File: src/design/bmhq_pkg.sv
// shared types and constants for the binary min-heap queue
// no dependencies; imported by bmhq_ctrl, the top level and the testbench
package bmhq_pkg;

    localparam int KEY_W            = 32;
    localparam int TAG_W            = 16;
    localparam int MODE_W           = 2;
    localparam int STATUS_W         = 2;
    localparam int COUNT_W          = 9;
    localparam int ENTRY_W          = KEY_W + TAG_W;
    localparam int DEFAULT_CAPACITY = 256;

    typedef enum logic [MODE_W-1:0] {
        MODE_INSERT = 2'd0,
        MODE_DELETE = 2'd1,
        MODE_CLEAR  = 2'd2,
        MODE_NOP    = 2'd3
    } mode_t;

    typedef enum logic [STATUS_W-1:0] {
        STATUS_OK        = 2'd0,
        STATUS_OVERFLOW  = 2'd1,
        STATUS_UNDERFLOW = 2'd2
    } status_t;

    typedef struct packed {
        logic signed [KEY_W-1:0] key;
        logic [TAG_W-1:0]        tag;
    } entry_t;

    typedef struct packed {
        status_t              status;
        entry_t               removed;
        entry_t               top;
        logic [COUNT_W-1:0]   count;
    } result_t;

endpackage

File: src/design/bmhq_ctrl.sv
// heap sequencer: insert sift-up, delete sift-down, clear, root cache and count
// depends on bmhq_pkg; drives the heap ram ports
module bmhq_ctrl
    import bmhq_pkg::*;
#(
    parameter int CAPACITY = DEFAULT_CAPACITY,
    parameter int AW       = $clog2(CAPACITY)
) (
    input  logic                     aclk,
    input  logic                     aresetn,
    input  logic                     in_valid,
    output logic                     in_ready,
    input  logic [MODE_W-1:0]        in_mode,
    input  logic signed [KEY_W-1:0]  in_key,
    input  logic [TAG_W-1:0]         in_tag,
    output logic                     res_valid,
    input  logic                     res_ready,
    output result_t                  res,
    output logic                     ram_we,
    output logic [AW-1:0]            ram_waddr,
    output logic [ENTRY_W-1:0]       ram_wdata,
    output logic                     ram_re,
    output logic [AW-1:0]            ram_raddr,
    input  logic [ENTRY_W-1:0]       ram_rdata
);

    localparam int CW = $clog2(CAPACITY + 1);
    localparam logic [CW-1:0] CAP_C = CW'(CAPACITY);

    typedef enum logic [2:0] {
        ST_IDLE,
        ST_INS_CMP,
        ST_INS_WR,
        ST_DEL_LAST,
        ST_DL_L,
        ST_DL_R,
        ST_DL_WR,
        ST_FIN
    } state_t;

    state_t          state_reg, state_next;
    logic [CW-1:0]   count_reg, count_next;
    logic [AW-1:0]   idx_reg, idx_next;
    entry_t          new_reg, new_next;
    entry_t          left_reg, left_next;
    entry_t          root_reg, root_next;
    entry_t          removed_reg, removed_next;
    status_t         status_reg, status_next;

    entry_t          rd_entry;
    entry_t          wr_entry;
    entry_t          in_entry;
    logic [CW:0]     node_w, left_w, right_w, count_w, child_w, grand_w;
    logic [AW-1:0]   par_in, par_idx, par_par;
    logic            l_smaller, r_smaller;
    logic [CW+COUNT_W-1:0] count_x;

    assign rd_entry  = entry_t'(ram_rdata);
    assign in_entry  = '{key: in_key, tag: in_tag};
    assign ram_wdata = ENTRY_W'(wr_entry);

    // heap index arithmetic
    assign node_w  = {{(CW + 1 - AW){1'b0}}, idx_reg};
    assign left_w  = (node_w << 1) | {{CW{1'b0}}, 1'b1};
    assign right_w = left_w + {{CW{1'b0}}, 1'b1};
    assign count_w = {1'b0, count_reg};
    assign par_in  = (count_reg[AW-1:0] - {{(AW-1){1'b0}}, 1'b1}) >> 1;
    assign par_idx = (idx_reg - {{(AW-1){1'b0}}, 1'b1}) >> 1;
    assign par_par = (par_idx - {{(AW-1){1'b0}}, 1'b1}) >> 1;

    assign l_smaller = left_reg.key < new_reg.key;
    assign r_smaller = rd_entry.key < (l_smaller ? left_reg.key : new_reg.key);

    always_comb begin
        state_next   = state_reg;
        count_next   = count_reg;
        idx_next     = idx_reg;
        new_next     = new_reg;
        left_next    = left_reg;
        root_next    = root_reg;
        removed_next = removed_reg;
        status_next  = status_reg;
        ram_we       = 1'b0;
        ram_waddr    = idx_reg;
        wr_entry     = new_reg;
        ram_re       = 1'b0;
        ram_raddr    = '0;
        child_w      = left_w;
        grand_w      = (left_w << 1) | {{CW{1'b0}}, 1'b1};
        in_ready     = 1'b0;
        res_valid    = 1'b0;

        unique case (state_reg)
            ST_IDLE: begin
                in_ready = 1'b1;
                if (in_valid) begin
                    removed_next = '0;
                    status_next  = STATUS_OK;
                    state_next   = ST_FIN;
                    unique case (mode_t'(in_mode))
                        MODE_INSERT: begin
                            if (count_reg == CAP_C) begin
                                status_next = STATUS_OVERFLOW;
                            end else begin
                                idx_next   = count_reg[AW-1:0];
                                new_next   = in_entry;
                                count_next = count_reg + {{(CW-1){1'b0}}, 1'b1};
                                if (count_reg == '0) begin
                                    ram_we    = 1'b1;
                                    ram_waddr = '0;
                                    wr_entry  = in_entry;
                                end else begin
                                    ram_re     = 1'b1;
                                    ram_raddr  = par_in;
                                    state_next = ST_INS_CMP;
                                end
                            end
                        end
                        MODE_DELETE: begin
                            if (count_reg == '0) begin
                                status_next = STATUS_UNDERFLOW;
                            end else begin
                                removed_next = root_reg;
                                count_next   = count_reg - {{(CW-1){1'b0}}, 1'b1};
                                idx_next     = '0;
                                if (count_reg != {{(CW-1){1'b0}}, 1'b1}) begin
                                    ram_re     = 1'b1;
                                    ram_raddr  = count_next[AW-1:0];
                                    state_next = ST_DEL_LAST;
                                end
                            end
                        end
                        MODE_CLEAR: begin
                            count_next = '0;
                        end
                        MODE_NOP: begin
                        end
                        default: begin
                        end
                    endcase
                end
            end
            ST_INS_CMP: begin
                ram_we = 1'b1;
                if (new_reg.key < rd_entry.key) begin
                    // parent moves down one level
                    wr_entry = rd_entry;
                    idx_next = par_idx;
                    if (par_idx != '0) begin
                        ram_re    = 1'b1;
                        ram_raddr = par_par;
                    end else begin
                        state_next = ST_INS_WR;
                    end
                end else begin
                    state_next = ST_FIN;
                end
            end
            ST_INS_WR, ST_DL_WR: begin
                ram_we     = 1'b1;
                state_next = ST_FIN;
            end
            ST_DEL_LAST: begin
                new_next = rd_entry;
                if (left_w < count_w) begin
                    ram_re     = 1'b1;
                    ram_raddr  = left_w[AW-1:0];
                    state_next = ST_DL_L;
                end else begin
                    ram_we     = 1'b1;
                    wr_entry   = rd_entry;
                    state_next = ST_FIN;
                end
            end
            ST_DL_L: begin
                left_next = rd_entry;
                if (right_w < count_w) begin
                    ram_re     = 1'b1;
                    ram_raddr  = right_w[AW-1:0];
                    state_next = ST_DL_R;
                end else begin
                    ram_we = 1'b1;
                    if (rd_entry.key < new_reg.key) begin
                        wr_entry = rd_entry;
                        child_w  = left_w;
                        idx_next = child_w[AW-1:0];
                        if (grand_w < count_w) begin
                            ram_re    = 1'b1;
                            ram_raddr = grand_w[AW-1:0];
                        end else begin
                            state_next = ST_DL_WR;
                        end
                    end else begin
                        state_next = ST_FIN;
                    end
                end
            end
            ST_DL_R: begin
                ram_we = 1'b1;
                if (r_smaller || l_smaller) begin
                    // left wins ties: right taken only when strictly smaller
                    child_w  = r_smaller ? right_w : left_w;
                    grand_w  = (child_w << 1) | {{CW{1'b0}}, 1'b1};
                    wr_entry = r_smaller ? rd_entry : left_reg;
                    idx_next = child_w[AW-1:0];
                    if (grand_w < count_w) begin
                        ram_re     = 1'b1;
                        ram_raddr  = grand_w[AW-1:0];
                        state_next = ST_DL_L;
                    end else begin
                        state_next = ST_DL_WR;
                    end
                end else begin
                    state_next = ST_FIN;
                end
            end
            ST_FIN: begin
                res_valid = 1'b1;
                if (res_ready) begin
                    state_next = ST_IDLE;
                end
            end
            default: begin
                state_next = ST_IDLE;
            end
        endcase

        // root cache follows every write of index zero
        if (ram_we && ram_waddr == '0) begin
            root_next = wr_entry;
        end
    end

    always_ff @(posedge aclk) begin
        if (!aresetn) begin
            state_reg <= ST_IDLE;
            count_reg <= '0;
        end else begin
            state_reg <= state_next;
            count_reg <= count_next;
        end
        idx_reg     <= idx_next;
        new_reg     <= new_next;
        left_reg    <= left_next;
        root_reg    <= root_next;
        removed_reg <= removed_next;
        status_reg  <= status_next;
    end

    assign count_x     = {{COUNT_W{1'b0}}, count_reg};
    assign res.status  = status_reg;
    assign res.removed = removed_reg;
    assign res.top     = (count_reg != '0) ? root_reg : '0;
    assign res.count   = count_x[COUNT_W-1:0];

endmodule

File: config.mk
export PLATFORM = sky130hd
export DESIGN_NAME = bmhq_ctrl
export DESIGN_NICKNAME = d
export VERILOG_FILES = /design/src/design/bmhq_pkg.sv /design/src/design/bmhq_ctrl.sv
export SDC_FILE = /design/constraint.sdc
export NUM_CORES = 1
export LEC_CHECK = 0
export BUFFER_PORTS_ARGS = -buffer_cell sky130_fd_sc_hd__buf_2
export CORE_MARGIN = 8
export CORE_UTILIZATION = 30
export DETAILED_ROUTE_END_ITERATION = 7
export GPL_ROUTABILITY_DRIVEN = 0
export SYNTH_ARGS = -nofsm -noshare
export SYNTH_HDL_FRONTEND = slang
export SYNTH_SLANG_ARGS = --single-unit
File: constraint.sdc
create_clock -name aclk -period 14.7 [get_ports aclk]
set_input_delay 1.47 -clock aclk [delete_from_list [all_inputs] [get_ports aclk]]
set_output_delay 1.47 -clock aclk [all_outputs]
set_load 0.1 [all_outputs]
==> results.sh <==
export IMPL_fin_skew_ns=0.0121
export IMPL_min_path_cells=1
export IMPL_reg2reg_setup_slack_ns=7.29
export IMPL_setup_viol_count_final=0
export IMPL_cts_sinks=214
export IMPL_rr_startpoint="new_reg[47]"
export IMPL_startpoint_type="register"
export IMPL_dr_pass1_iters=6
export IMPL_period_needed_ns=10.29
export IMPL_mappedNetlistArea_um2=14200
export IMPL_synth_commonest_cells="202 x edfxtp_1, 134 x ha_1, 110 x nand2_1, 75 x o21ai_0"
export IMPL_synth_cell_types=80
export IMPL_cts_setup_buffers=0
export IMPL_clk_path_buf_depth=3
export IMPL_portBuffers=276
export IMPL_syn_instance_count=1343
export IMPL_clock_latency_ns=0.55
export IMPL_dp_slack_ns=4.97
export IMPL_die_w_um=233
export IMPL_overflow=0
export IMPL_ant_nets=0
export IMPL_critical_path_max_stage_delay_ns=0.65
export IMPL_cts_buffers=26
export IMPL_yosysMostFrequentCell="edfxtp_1"
export IMPL_dp_hpwl_um=39300
export IMPL_synth_top_cell_by_area="edfxtp_1"
export IMPL_tightest_slew_ns=1.27
export IMPL_path_buf_inv=4
export IMPL_hold_class="register to register"
export IMPL_ys_async_sr_fraction_pct=0
export IMPL_yosysSeqAreaShare_pct=44.5
export IMPL_synth_edf_count=202
export IMPL_cp_common_cell="a21oi_1"
export IMPL_io_pins=277
export IMPL_crit_required_ns=13.23
export IMPL_grt_max_degree=80
export IMPL_ff2ff_path_depth=26
export IMPL_synth_seq_cells=214
export IMPL_cp_data_arrival_time_ns=8.82
export IMPL_syn_nets=1579
export IMPL_drcViolationCount=0
export IMPL_drive_gt1_share_pct=25.3
export IMPL_cts_resized_gates=0
export IMPL_htreeDepth=1
export IMPL_hold_viol=0
export IMPL_grt_pass1_vias=12336
export IMPL_grt_use_total_pct=18.4
export IMPL_cp_end_kind="primary output"
export IMPL_post_route_period_util_pct=70.0
export IMPL_stdcell_area_um2=17100
export IMPL_slowest_stage="mux2_2"
export IMPL_grt_antenna_before_repair=10
export IMPL_drv_slew=0
export IMPL_finalSetupTns_ns=0
export IMPL_via_per_inst=5.47
export IMPL_outcome="finished clean"
export IMPL_critPathKind="register to primary output"
export IMPL_area_growth_pct=20.4
export IMPL_synth_top_area_share_pct=42.8
export IMPL_fin_ws_ns=4.41
export IMPL_holdBufCountCts=0
export IMPL_cts_root_buf="clkbuf_16"
export IMPL_r2r_end="state_reg[1]"
export IMPL_dpl_cell_area_um2=16200
export IMPL_slew_headroom_pct=15.3
export IMPL_cts_clk_slew_worst_paths_ns=0.06
export IMPL_grt_setup_unrepaired="no"
export IMPL_rows=79
export IMPL_core_area_um2=46600
export IMPL_crit_fanout=32
export IMPL_wl_per_cell_um=23.5
export IMPL_synth_area_leaders="edfxtp_1 43%, ha_1 12%, mux2_2 4.0%"
export IMPL_drt_total_wl_um=52200
export IMPL_drtIter0Drc=954
export IMPL_final_nets=1829
export IMPL_max_freq_mhz=97.2
export IMPL_synthFlopType="edfxtp_1"
export IMPL_path_depth=30
export IMPL_cts_tree="built"
export IMPL_dieHeight_um=233
export IMPL_ys_warn_count=0
export IMPL_grt_pass1_wl_um=77800
export IMPL_die_area_um2=54400
export IMPL_setup_worst_path_start="new_reg[47]"
export IMPL_vias=12170
export IMPL_maxCapViolCount=0
export IMPL_avgSynthCellArea_um2=10.5
export IMPL_endpoint="ram_raddr[6]"
export IMPL_start_util_pct=30.4
export IMPL_cp_top_family="simple AND/OR/NAND/NOR gates"
[how the worst min path moves through the flow]
stage | from | endpoint | slack, ns
global route | root_reg[17] | res[74] | 0.58
detailed placement | root_reg[4] | res[61] | 0.55
finish | root_reg[4] | res[61] | 0.57
global placement | root_reg[11] | res[68] | 0.55
floorplan | root_reg[43] | res[100] | 0.55
CTS | root_reg[4] | res[61] | 0.57
[cells in the final DEF, fill, tap and decap left out, drive strengths merged, types with 36 or more instances in the layout]
cell,instances
buf,293
edfxtp,202
ha,134
nand2,111
o21ai,91
inv,67
a21oi,66
and3,61
and2,59
mux2,51
nor2,50
nand3,36
[logic make-up (layout without fill, tap and decap cells)]
kind of cell	count (synthesis)	in the layout	synth area share [%]
compound gates	329	329	16.1
xor+xnor	31	31	1.92
fa+ha+maj	134	134	11.8
buf+inv	139	407	3.97
flops	214	214	44.5
mux	86	86	6.53
other cells	0	5	0
simple gates	410	410	15.1
[metal layers]
layer | global-route usage, % | share of wire [%] | vias up
met5 | 0 | 0.11 | -
met4 | 6.00 | 3.2 | 10
met3 | 3.60 | 7.3 | 107
met2 | 29.9 | 46 | 492
met1 | 24.3 | 44 | 5911
li1 | - | - | 5650
[worst reg2reg max path: cells and delay by family, from the launching register on]
family | cells | cell delay [ns]
multiplexers | 3 | 1.21
buffers and inverters | 3 | 0.43
AND/OR/NAND/NOR | 10 | 2.74
adder cells (fa/ha/maj) | 3 | 1.09
XOR/XNOR | 1 | 0.31
flip-flops | 1 | 0.38
AO/OA/AOI/OAI | 6 | 1.19
[per-stage QoR]
stage	instances	hold WS [ns]	utilization [%]
floorplan	1343	0.545	-
global placement	2172	0.553	34.8
detailed placement	2172	0.553	34.8
CTS	2218	0.567	36.6
global route	2223	0.582	36.6
finish	2223	0.568	36.6
[area by class of cell]
class	instances	area, um2
sequential	214	6310
fill	4593	29500
clock buffer	33	698
tap	607	759
clock inverter	13	168
inverter	68	255
antenna	5	12.5
timing repair buffer	293	1510
multi-input combinational	990	7350
Power is not shown: default switching activity piles up to over one toggle a cycle in this logic, so the estimate is an artifact.
